## src/rtl/wip_pkg.sv

```systemverilog
`timescale 1ns / 1ps
`default_nettype none
// ----------------------------------------------------------------------------
// wip_pkg: shared types and constants
// Command and status groups between the controller and the datapath, plus the
// fixed widths and constants of the windowed idle percentage block.
// ----------------------------------------------------------------------------
package wip_pkg;

  localparam int PCT_W     = 7;
  localparam int COUNTER_W = 32;

  localparam logic [PCT_W-1:0] PERCENT_SCALE = 7'd100;

  // Commands from the controller to the datapath.
  typedef struct packed {
    logic prime;      // take the first sample as the baseline
    logic capture;    // take a sample and form its deltas
    logic update;     // update running sums, ring and fill count
    logic div_start;  // start a division
    logic div_sel;    // 0: window sums, 1: cumulative counters
    logic latch_rec;  // keep the windowed quotient
    logic load_out;   // load the output register
  } wip_cmd_t;

  // Status from the datapath to the controller.
  typedef struct packed {
    logic div_done;   // the divider has a quotient ready
    logic out_free;   // the output register can take a new result
  } wip_status_t;

  // Address width for a memory of the given depth, at least one bit.
  function automatic int addr_bits(input int depth);
    return (depth > 1) ? $clog2(depth) : 1;
  endfunction

endpackage
`default_nettype wire

```

## src/rtl/wip_controller.sv

```systemverilog
`timescale 1ns / 1ps
`default_nettype none
// ----------------------------------------------------------------------------
// wip_controller: sequencing state machine
// Accepts samples, tracks priming, and steps the datapath through the ring
// update, the two divisions and the output load.
// ----------------------------------------------------------------------------
module wip_controller
  import wip_pkg::*;
(
  input  wire logic        clk,
  input  wire logic        rst,
  input  wire logic        in_valid,
  output logic             in_ready,
  input  wire wip_status_t status,
  output wip_cmd_t         cmd
);

  typedef enum logic [5:0] {
    S_IDLE      = 6'b000001,
    S_UPDATE    = 6'b000010,
    S_START_REC = 6'b000100,
    S_WAIT_REC  = 6'b001000,
    S_WAIT_CUM  = 6'b010000,
    S_EMIT      = 6'b100000
  } wip_state_t;

  wip_state_t state;
  wip_state_t state_next;
  logic       primed;
  logic       accept;

  assign in_ready = (state == S_IDLE);
  assign accept   = in_valid && in_ready;

  always_comb begin
    state_next = state;
    cmd        = '0;
    case (state)
      S_IDLE: begin
        if (accept) begin
          cmd.prime   = !primed;
          cmd.capture = primed;
          if (primed) begin
            state_next = S_UPDATE;
          end
        end
      end
      S_UPDATE: begin
        cmd.update = 1'b1;
        state_next = S_START_REC;
      end
      S_START_REC: begin
        cmd.div_start = 1'b1;
        state_next    = S_WAIT_REC;
      end
      S_WAIT_REC: begin
        if (status.div_done) begin
          cmd.latch_rec = 1'b1;
          cmd.div_start = 1'b1;
          cmd.div_sel   = 1'b1;
          state_next    = S_WAIT_CUM;
        end
      end
      S_WAIT_CUM: begin
        if (status.div_done) begin
          state_next = S_EMIT;
        end
      end
      S_EMIT: begin
        if (status.out_free) begin
          cmd.load_out = 1'b1;
          state_next   = S_IDLE;
        end
      end
      default: begin
        state_next = S_IDLE;
      end
    endcase
  end

  always_ff @(posedge clk) begin
    if (rst) begin
      state  <= S_IDLE;
      primed <= 1'b0;
    end else begin
      state <= state_next;
      if (accept) begin
        primed <= 1'b1;
      end
    end
  end

endmodule
`default_nettype wire

```

## config.mk

```make
export PLATFORM = sky130hd
export DESIGN_NAME = wip_controller
export DESIGN_NICKNAME = d
export VERILOG_FILES = /design/src/rtl/wip_pkg.sv /design/src/rtl/wip_controller.sv
export SDC_FILE = /design/constraint.sdc
export NUM_CORES = 1
export LEC_CHECK = 0
export ABC_AREA = 1
export BUFFER_PORTS_ARGS = -buffer_cell sky130_fd_sc_hd__buf_4
export CAP_MARGIN = 10
export CORE_AREA = 2 2 39 41
export CTS_CLUSTER_DIAMETER = 200
export DETAILED_ROUTE_END_ITERATION = 7
export DIE_AREA = 0 0 41 43
export GPL_TIMING_DRIVEN = 0
export PLACE_DENSITY_LB_ADDON = 0.15
export SETUP_SLACK_MARGIN = 0.15
export SLEW_MARGIN = 20
export SYNTH_ARGS = -nofsm -noshare
export SYNTH_HDL_FRONTEND = slang
export SYNTH_SLANG_ARGS = --single-unit
```

## constraint.sdc

```tcl
create_clock -name clk -period 1.29 [get_ports clk]
set_input_delay 0.129 -clock clk [delete_from_list [all_inputs] [get_ports clk]]
set_output_delay 0.129 -clock clk [all_outputs]
set_load 0.01 [all_outputs]
```

## After elaboration in Yosys (flattened, before gate mapping)

Index checks and enable logic that the tools add are counted.

- Word-level logic and storage cells: 30
- Flip-flop bits (word level): 7
- Input port bits: 5
- RAM bits: 0
- Output and inout port bits: 8
- ROM bits: 0
- Memories kept: 0
- Bits in latches: 0

- Eq/ne operators: 11
- Multiply operators: 0
- Muxes and demuxes: 14
- Div/mod/pow operators: 0
- Add/sub/neg operators: 0
- Magnitude comparators: 0
- Shift-type cells: 0
- Reductions and logical operators: 3
- Bitwise gates (word level): 0

Operator list:

| cell | count |
|---|---|
| 6-bit one-hot mux with 6 select lines | 1 |
| 6-bit 2-to-1 mux | 5 |
| 6-bit by 1-bit equality test with 1-bit output, second input constant | 1 |
| 6-bit by 2-bit equality test with 1-bit output, second input constant | 1 |
| 6-bit by 3-bit equality test with 1-bit output, second input constant | 1 |
| 6-bit by 4-bit equality test with 1-bit output, second input constant | 1 |
| 6-bit by 5-bit equality test with 1-bit output, second input constant | 1 |
| 6-bit equality test, second input constant | 1 |
| 2-bit 2-to-1 mux | 3 |
| 2-bit != test, second input constant | 3 |
| 5-bit AND reduction | 1 |
| 2-bit by 1-bit != test with 1-bit output, second input constant | 2 |
| 1-bit 2-to-1 mux | 3 |
| 3-bit 2-to-1 mux | 1 |
| 1-bit one-hot mux with 2 select lines | 1 |
| 1-bit logical AND | 1 |
| 1-bit zero test | 1 |

## Longest topological paths before layout

Gate-level depths: netlist (run 1).

- Depth after elaboration: 4
- Gate-level depth with buffers: 8
- Depth with buffers taken out: 8

## Worst setup path before layout (run 1)

OpenSTA, ideal clock, no wires.

- Path kind: register to output
- From: register state[0]
- To: output cmd[5] in the netlist's numbering
- Stages on the path, launching flop included: 6
- Path slack: 0.143 ns
- Path buffers: 0
- Required time: 1.161 ns
- Arrival time: 1.018 ns
- Path through: dfxtp_1 > inv_1 > nor2_1 > and3_4 > nand2_2 > nor2_1

RTL lines:

| element | line | text |
|---|---|---|
| start: declaration | wip_controller.sv:28 | `wip_state_t state;` |
| start signal: assignment | wip_controller.sv:87 | `state <= state_next;` |
| end: declaration | wip_controller.sv:16 | `output wip_cmd_t cmd` |

==> impl_metrics.toml, run 1 <==
[min_path]
hp-start = "rst"
hold_class = "input pin to flop"

[placement]
globalplace.congestion = 0.744
io_buffers = 12
dpl_cell_area_sq_um = 564
hpwl_um = 739

[sta]
whs_ns = 0.103
final_hold_viol_count = 0
clock_skew_ns = 0.00385
setup_viol = 8
rsz0062_at_grt = "yes"
relSlewSlack_pct = 82.1
post-route-min-period_ns = 1.40
tightest_slew_ns = 0.269
drv_slew = 0
fin_ws_ns = -0.109
period_share_pct = 108
fmax_mhz = 715

[synthesis]
synth-edff-count = 0
synth_seq_cells = 7
synth_area_leader_cell = "dfxtp_1"
synth_async_sr_flop_share_pct = 0
ys_seq_area_share_pct = 30.9
yosysUniqueCellTypes = 17
synth.top_cell.area_share_pct = 30.9
syn_area_sq_um = 454
syn_nets = 67
synth.avg_cell_area_sq_um = 7.33
netlist_top_cells_area = "dfxtp_1 (31%), nor2_4 (9.9%), inv_1 (7.4%), nand4_1 (6.9%), nand2_1 (6.6%)"
yosys.cell_count.top_type = "inv_1"
yosysWarnings = 0
synth_cells = 62
dominantRegCellSynth = "dfxtp_1"
synth_top_cells_by_count = "inv_1 (9), nand2_1 (8), dfxtp_1 (7), nor2_1 (7)"

[route]
vias = 500
totalWireLength_um = 1280
ant_nets = 0
drcViolationCount = 0
drt_iter0_drc = 3
dr.pass1.iters = 4
vias_per_cell = 4.67
wl_per_cell_um = 12.0

[setup_path]
crit_family = "simple AND/OR/NAND/NOR gates"
cp_cell_sequence = "inv_4 -> nor2_4 -> and3_4 -> nand2_4 -> nor2_2 -> buf_4"
timing.rr.start = "state[0]"
cp_max_fo = 3
max_stage_delay_ns = 0.39
slowest_stage = "dfxtp_4"
crit_arrival_ns = 1.27
required_ns = 1.16
endpoint_kind = "output port"
crit_buf_inv = 2
cp-startpoint = "state[0]"
cp-start-kind = "flop"
crit_type = "flop to output port"

[power]
swShare_pct = 38.1
total_leakage_power_nw = 0.365
peakVddDrop_mv = 0.816
p_sw_w = 0.000444
internal_power_w = 0.000722
p_clk_share_pct = 17.3
p_comb_share_pct = 55.6
p_seq_share_pct = 27.1
power_density_nw_per_um2 = 1510

[floorplan]
floorplan.initialDensity_pct = 32.8
row_count = 14
die_area_sq_um = 1760
io_pins = 13
dieWidth_um = 41
dieHeight_um = 43
core-area_sq_um = 1380

[clock_network]
cts_tree = "built"
cts_root_buffer = "clkbuf_4"
cts_sinks = 7
cts_hold_buf = 0
cts_buffer_depth = 2
htree_levels = 1
cts_made_buffers = 3
clock_latency_ns = 0.25
clk_pin_slew_ns = 0.06

[outcome]
violations = "negative setup slack"
status = "complete, but fails checks"

[global_routing]
antenna_found_initial = 0
gr-total-overflow = 0
grt_max_degree = 8
grt.total_usage_pct = 16.6
grt_pass1_wl_um = 1950
grt_pass1_vias = 494

[final_layout]
syn2layout_area_growth_pct = 70.5
stdcell_area_sq_um = 774
nNetsFinal = 97
drive_above_1_share_pct = 70.3
n_antenna_cell = 0
fill_cells = 132
final_util_pct = 56.0

[job]
drv_cap = 0
through the flow:
stage / setup WS, ns / std cells / total power, W / setup TNS [ns]
floorplan: 0.143 / 62 / 0.000557 / 0
global placement: 0.0550 / 90 / 0.000661 / 0
detailed placement: 0.0472 / 90 / 0.000663 / 0
CTS: -0.106 / 106 / 0.00106 / -0.500
global route: -0.160 / 107 / 0.00125 / -1.12
finish: -0.109 / 107 / 0.00117 / -0.497
timing repair:
item / 4_1_cts / 5_1_grt
gates cloned: 0 / 0
setup buffers: 12 / 1
setup endpoints to repair: 9 / 14
resized for setup: 15 / 13
pin swaps: 11 / 5
placed cells by master, fill, tap and decap left out, drive strengths merged:
| cell type | instances |
|---|---|
| inv | 11 |
| nor3 | 2 |
| clkbuf | 3 |
| nand2 | 11 |
| dfxtp | 7 |
| a21oi | 6 |
| buf | 26 |
| nand4 | 5 |
| nor4 | 1 |
| nor2 | 13 |
| nand3 | 4 |
| and3 | 1 |
| clkinv | 1 |
flip-flops by register name (all words and copies together) (netlist names):
name and count:
primed 1, state 6
metal layers:
layer / vias up / routed length (um) / track usage (%)
met4: 0 / 19 / 12.0
met5: - / 0 / 0
li1: 259 / - / -
met2: 20 / 668 / 25.6
met3: 4 / 61 / 1.57
met1: 217 / 529 / 20.2
path summary, 6_finish.rpt:
path	cells after the start	slack, ns	endpoint
worst min register to register	2	0.55	state[1]
worst max register to register	10	-0.03	state[5]
worst max-delay path	6	-0.11	cmd[6]
worst min-delay path	2	0.10	state[3]
power by group through the flow:
stage | Sequential, W | Clock (W) | Combinational (W)
finish | 0.000316 | 0.000202 | 0.000648
global route | 0.000322 | 0.000221 | 0.000702
CTS | 0.000304 | 0.000209 | 0.000549
detailed placement | 0.000294 | 0 | 0.000369
global placement | 0.000293 | 0 | 0.000368
floorplan | 0.000287 | 0 | 0.000270
area by class of cell:
class	count	area, sq um	share of cell area [%]
clock inverters	1	5.00	0.646
plain buffers	1	7.51	0.969
multi-input cells	43	322	41.5
repair buffers	25	199	25.7
well taps	16	20.0	2.58
flip-flops and latches	7	155	20.0
inverters	11	43.8	5.65
clock buffers	3	22.5	2.91
worst register-to-register path: stages, from the launching register on:
cell and delay, ns:
dfxtp_4 0.39, inv_4 0.05, nor2_4 0.09, buf_6 0.11, buf_6 0.08, buf_6 0.08, nand4_1 0.08, nand2_2 0.11
inv_2 0.05, a21oi_2 0.11, nor2_1 0.06
cell families (layout without fill, tap and decap cells):
group           Yosys count  in the layout  share of synthesized area [%]
flops                     7              7                           30.9
buf+inv                  12             41                           10.7
compound gates            6              6                           7.44
simple gates             37             37                           51.0
Power figures use the tool's default switching activity.
==> run 2, diff against run 1 <==
- CTS_BUF_LIST: unset -> sky130_fd_sc_hd__clkbuf_2
==> run 2 against run 1 <==
The flow still finishes with violations (negative setup slack). Global-route usage grew 0.50 points. Setup slack got worse by 0.013 ns. Register-to-register slack lost 0.02 ns. Core utilization up 4.0 points. Design area up 7.1%. Non-clock buffer count rose by 4. Die area unchanged. Clock-buffer cell count unchanged. Critical path type unchanged. Highest routed layer unchanged.
==> impl_metrics.toml, run 2 (same netlist as run 1, synthesis figures left out) <==
[outcome]
violations = "negative setup slack"
status = "complete, but fails checks"

[final_layout]
fill_cells = 128
largest_reg_flops = 6
n_antenna_cell = 0
drive_above_1_share_pct = 69.5
multi_input_area_sq_um = 323
final_cells = 111
final_common_cell = "buf_4"
nNetsFinal = 101
reg_top3 = "state: 6 flops, primed: 1 flops"
mostFrequentLayoutCells = "buf_4 (21), nand2_1 (8), buf_6 (8), inv_1 (7), nor2_4 (6)"
largest-register = "state"
syn2layout_area_growth_pct = 82.6
seq_area_sq_um = 155

[clock_network]
cts_root_buffer = "clkbuf_2"
clk_pin_slew_ns = 0.09
cts_made_buffers = 3
cts_sinks = 7
htree_levels = 1
cts_buffer_depth = 2
cts_tree = "built"
clock_latency_ns = 0.24
cts_hold_buf = 0

[route]
drt_iter0_drc = 4
dr.pass1.iters = 4
top_layer = "met4"
wl_per_cell_um = 12.2
vias = 496
drcViolationCount = 0
wl_met1_um = 541
wl_met3_um = 53
dr_wl_met2_um = 746
totalWireLength_um = 1360
vias_per_cell = 4.47
ant_nets = 0

[sta]
drv_slew = 0
tightest_slew_ns = 0.234
clock_skew_ns = 0.00982
fin_ws_ns = -0.121
relSlewSlack_pct = 84.3
fmax_mhz = 709
setup_viol = 9
final_hold_viol_count = 0
rsz0062_at_grt = "yes"
post-route-min-period_ns = 1.41
period_share_pct = 109

[power]
peakVddDrop_mv = 0.786
total_leakage_power_nw = 0.394
power_density_nw_per_um2 = 1460
p_total_w = 0.00121

[floorplan]
row_count = 14
die_area_sq_um = 1760
core-area_sq_um = 1380
floorplan.initialDensity_pct = 32.8
dieHeight_um = 43
io_pins = 13
dieWidth_um = 41

[setup_path]
endpoint_kind = "output port"
cp_max_fo = 3
cp-start-kind = "flop"
crit_arrival_ns = 1.28
crit_type = "flop to output port"
required_ns = 1.16

[global_routing]
grt_max_degree = 8
antenna_found_initial = 0
gr-total-overflow = 0
grt_pass1_wl_um = 2000
grt_pass1_vias = 502
grt.total_usage_pct = 17.1

[placement]
globalplace.congestion = 0.744
dp.cells = 90
io_buffers = 12
hpwl_um = 739

[job]
drv_cap = 0

[min_path]
hold_class = "input pin to flop"
## run 2: cell types whose count changed in the layout (fill, tap and decap cells not counted), moves of 2 or more
cell      previous run  this run
clkbuf_4             3         0
buf_4               23        21
buf_6                3         8
clkbuf_2             0         3
## run 2: path summary, 6_finish.rpt
path | from | slack [ns] | depth (start not counted) | endpoint
max reg2reg | state[0] | -0.05 | 10 | state[5]
min | rst | 0.09 | 2 | state[1]
min reg2reg | primed | 0.56 | 2 | state[1]
max | state[0] | -0.12 | 6 | cmd[6]
## run 2: where the power goes
| part | switching [W] | total, W | internal (W) |
|---|---|---|---|
| sequential | 0.0000607 | 0.000316 | 0.000255 |
| clock | 0.0000954 | 0.000166 | 0.0000702 |
| combinational | 0.000318 | 0.000731 | 0.000413 |
| total | 0.000474 | 0.00121 | 0.000738 |
## run 2: layer usage
metal  GRT usage [%]  vias to the layer above
li1                -                      265
met1            20.2                      215
met2            26.3                       14
met3            1.57                        2
met4            14.0                        0
met5               0                        -
## run 2: final cells by class
| cell class | instances | area share [%] |
|---|---|---|
| clock buffer | 3 | 1.81 |
| multi-input combinational | 43 | 38.9 |
| sequential | 7 | 18.7 |
| clock inverter | 1 | 0.603 |
| buffer | 1 | 0.905 |
| tap | 16 | 2.41 |
| inverter | 11 | 5.28 |
| timing repair buffer | 29 | 31.4 |
## run 2: worst max-delay path, stage by stage, from the launching register on
cell and delay [ns]:
dfxtp_4 0.41, inv_4 0.05, nor2_4 0.10, and3_4 0.21
nand2_4 0.06, nor2_2 0.09, buf_4 0.12
## run 2: what timing repair did
item	4_1_cts	5_1_grt
pin swaps	11	8
setup buffers	12	5
gates cloned	0	0
resized for setup	19	13
setup endpoints to repair	9	14
## run 2: metrics by stage
stage | hold WS [ns] | worst slack [ns] | cell area, sq um | utilization (%) | setup TNS (ns)
after global placement | 0.362 | 0.0550 | 564 | 40.8 | 0
after CTS | 0.0828 | -0.114 | 727 | 52.5 | -0.580
final | 0.0875 | -0.121 | 830 | 59.9 | -0.710
after detailed placement | 0.359 | 0.0472 | 564 | 40.8 | 0
after floorplan | 0.191 | 0.143 | 454 | - | 0
after global routing | 0.0827 | -0.183 | 830 | 59.9 | -1.42
==> run 3, diff against run 2 <==
--- a/config.mk
+++ b/config.mk
@@ -6,5 +6,4 @@
 export NUM_CORES = 1
 export LEC_CHECK = 0
-export ABC_AREA = 1
 export BUFFER_PORTS_ARGS = -buffer_cell sky130_fd_sc_hd__buf_4
 export CAP_MARGIN = 10
@@ -14,4 +13,5 @@
 export DETAILED_ROUTE_END_ITERATION = 7
 export DIE_AREA = 0 0 41 43
+export GPL_ROUTABILITY_DRIVEN = 0
 export GPL_TIMING_DRIVEN = 0
 export PLACE_DENSITY_LB_ADDON = 0.15
==> constraint.sdc (replaced) <==
create_clock -name clk -period 1.29 [get_ports clk]
set_input_delay 0 -clock clk [delete_from_list [all_inputs] [get_ports clk]]
set_output_delay 0 -clock clk [all_outputs]
set_load 0.01 [all_outputs]
==> run 3 against run 2 <==
The run still ends with negative setup slack left. Clock power fell by 4%. Area after synthesis fell by 3.9%. Sequential power fell by 2%. Combinational power rose by 1%. Register-to-register slack got worse by 0.18 ns. Global-route usage fell by 3.0 points.
==> impl_metrics.toml, run 3 <==
[power]
peakVddDrop_mv = 0.752
p_total_w = 0.00121
power_density_nw_per_um2 = 1710
total_leakage_power_nw = 0.280

[setup_path]
crit_arrival_ns = 1.58
crit_family = "simple AND/OR/NAND/NOR gates"
endpoint_kind = "output port"
crit_type = "flop to output port"
slowest_stage = "or4_4"
cp-start-kind = "flop"
required_ns = 1.29
crit_buf_inv = 2
cp_cell_sequence = "or4_4 -> nor3_4 -> buf_4 -> buf_6"
max_stage_delay_ns = 0.58
cp_max_fo = 5

[synthesis]
synth_async_sr_flop_share_pct = 0
yosysUniqueCellTypes = 28
synth_top_cells_by_count = "nor2_1 (9), dfxtp_1 (7), nand2_1 (6)"
synth-edff-count = 0
yosys.cell_count.top_type = "nor2_1"
netlist_top_cells_area = "dfxtp_1 (32%), nor2_1 (7.7%), nor3b_2 (5.7%), nand2_1 (5.2%), nor3_1 (4.6%)"
ys_seq_area_share_pct = 32.1
synth.avg_cell_area_sq_um = 8.09
dominantRegCellSynth = "dfxtp_1"
synth_seq_cells = 7
syn_nets = 59
yosysWarnings = 0
syn_area_sq_um = 437
synth.top_cell.area_share_pct = 32.1
synth_area_leader_cell = "dfxtp_1"
synth_cells = 54

[sta]
fin_setup_tns_ns = -1.94
period_share_pct = 122
setup_viol = 11
post-route-min-period_ns = 1.58
rsz0062_at_grt = "yes"
relSlewSlack_pct = 69.9
fin_ws_ns = -0.286
final_hold_viol_count = 0
drv_slew = 0
fmax_mhz = 635
clock_skew_ns = 0.00312
tightest_slew_ns = 0.452

[global_routing]
gr-total-overflow = 0
grt_pass1_vias = 425
grt_pass1_wl_um = 1730
grt_max_degree = 9
antenna_found_initial = 0
grt.total_usage_pct = 14.2

[final_layout]
largest_reg_flops = 6
reg_top3 = "state: 6 flops, primed: 1 flops"
mostFrequentLayoutCells = "buf_4 (13), buf_6 (6), nor2_1 (6), nand2_1 (5)"
largest-register = "state"
syn2layout_area_growth_pct = 61.6
drive_above_1_share_pct = 61.3
n_antenna_cell = 0
nNetsFinal = 81
final_common_cell = "buf_4"

[route]
vias = 463
vias_per_cell = 5.09
drcViolationCount = 0
dr.pass1.iters = 4
wl_per_cell_um = 11.8
totalWireLength_um = 1070
ant_nets = 0
drt_iter0_drc = 8

[clock_network]
clock_latency_ns = 0.22
cts_made_buffers = 3
clk_pin_slew_ns = 0.07
cts_tree = "built"
cts_buffer_depth = 2
cts_sinks = 7
htree_levels = 1
cts_root_buffer = "clkbuf_2"

[outcome]
status = "complete, but fails checks"
violations = "negative setup slack"

[floorplan]
row_count = 14
die_area_sq_um = 1760
core-area_sq_um = 1380
io_pins = 13
floorplan.initialDensity_pct = 31.6
dieWidth_um = 41
dieHeight_um = 43

[placement]
io_buffers = 11
hpwl_um = 699
pre_cts_slack_ns = -0.192

[min_path]
hold_class = "input pin to flop"

[job]
drv_cap = 0
[run 3: worst paths after layout]
| check | startpoint | end | slack (ns) | cells past startpoint |
|---|---|---|---|---|
| worst max-delay path | state[1] | cmd[2] | -0.29 | 4 |
| worst min register to register | state[5] | state[1] | 0.52 | 1 |
| worst min-delay path | in_valid | primed | 0.14 | 4 |
| worst max register to register | state[1] | state[3] | -0.23 | 4 |
[run 3: final cells by class]
class	count	area (sq um)
fill	141	678
multi-input combinational	42	337
sequential	7	153
timing repair buffer	17	146
buffer	3	22.5
clock buffer	4	20.0
tap	16	20.0
inverter	2	7.51
[run 3: timing repair]
action                     CTS  global route
gates resized for setup     18             6
setup endpoints to repair   15            15
pin swaps                    9             9
buffers inserted             3             3
hold buffers                 0             0
[run 3: power by group]
part / total, W / switching (W) / internal, W / leakage, nW
Combinational: 0.000740 / 0.000352 / 0.000388 / 0.204
Clock: 0.000159 / 0.0000769 / 0.0000825 / 0.0166
Sequential: 0.000309 / 0.0000375 / 0.000272 / 0.0599
[run 3: cell families (layout without fill, tap and decap cells)]
kind of cell	Yosys count	after routing	share of synthesized area [%]
simple gates	33	33	48.1
compound gates	8	8	12.3
buf+inv	5	26	5.44
xor+xnor	1	1	2.01
flops	7	7	32.1
[run 3: worst reg2reg max path, delay by kind of cell, from the launching register on]
family | cells | cell delay (ns)
AO/OA/AOI/OAI | 1 | 0.15
flip-flops | 1 | 0.36
AND/OR/NAND/NOR | 3 | 0.95
[run 3: routing by layer]
| metal | vias up | part of all wire, % | global-route usage (%) |
|---|---|---|---|
| met4 | 0 | 0 | 2.00 |
| met5 | - | 0 | 0 |
| met3 | 0 | 3.1 | 6.28 |
| met2 | 7 | 50 | 22.5 |
| li1 | 238 | - | - |
| met1 | 218 | 47 | 17.5 |
[run 3: metrics by stage]
| stage | instances | utilization [%] | area [sq um] | hold WS, ns |
|---|---|---|---|---|
| after floorplan | 54 | - | 454 | 0.137 |
| after CTS | 88 | 47.6 | 658 | 0.0541 |
| after global placement | 81 | 40.2 | 557 | 0.332 |
| after global routing | 91 | 51.0 | 706 | 0.142 |
| after detailed placement | 81 | 40.2 | 557 | 0.341 |
| final | 91 | 51.0 | 706 | 0.141 |
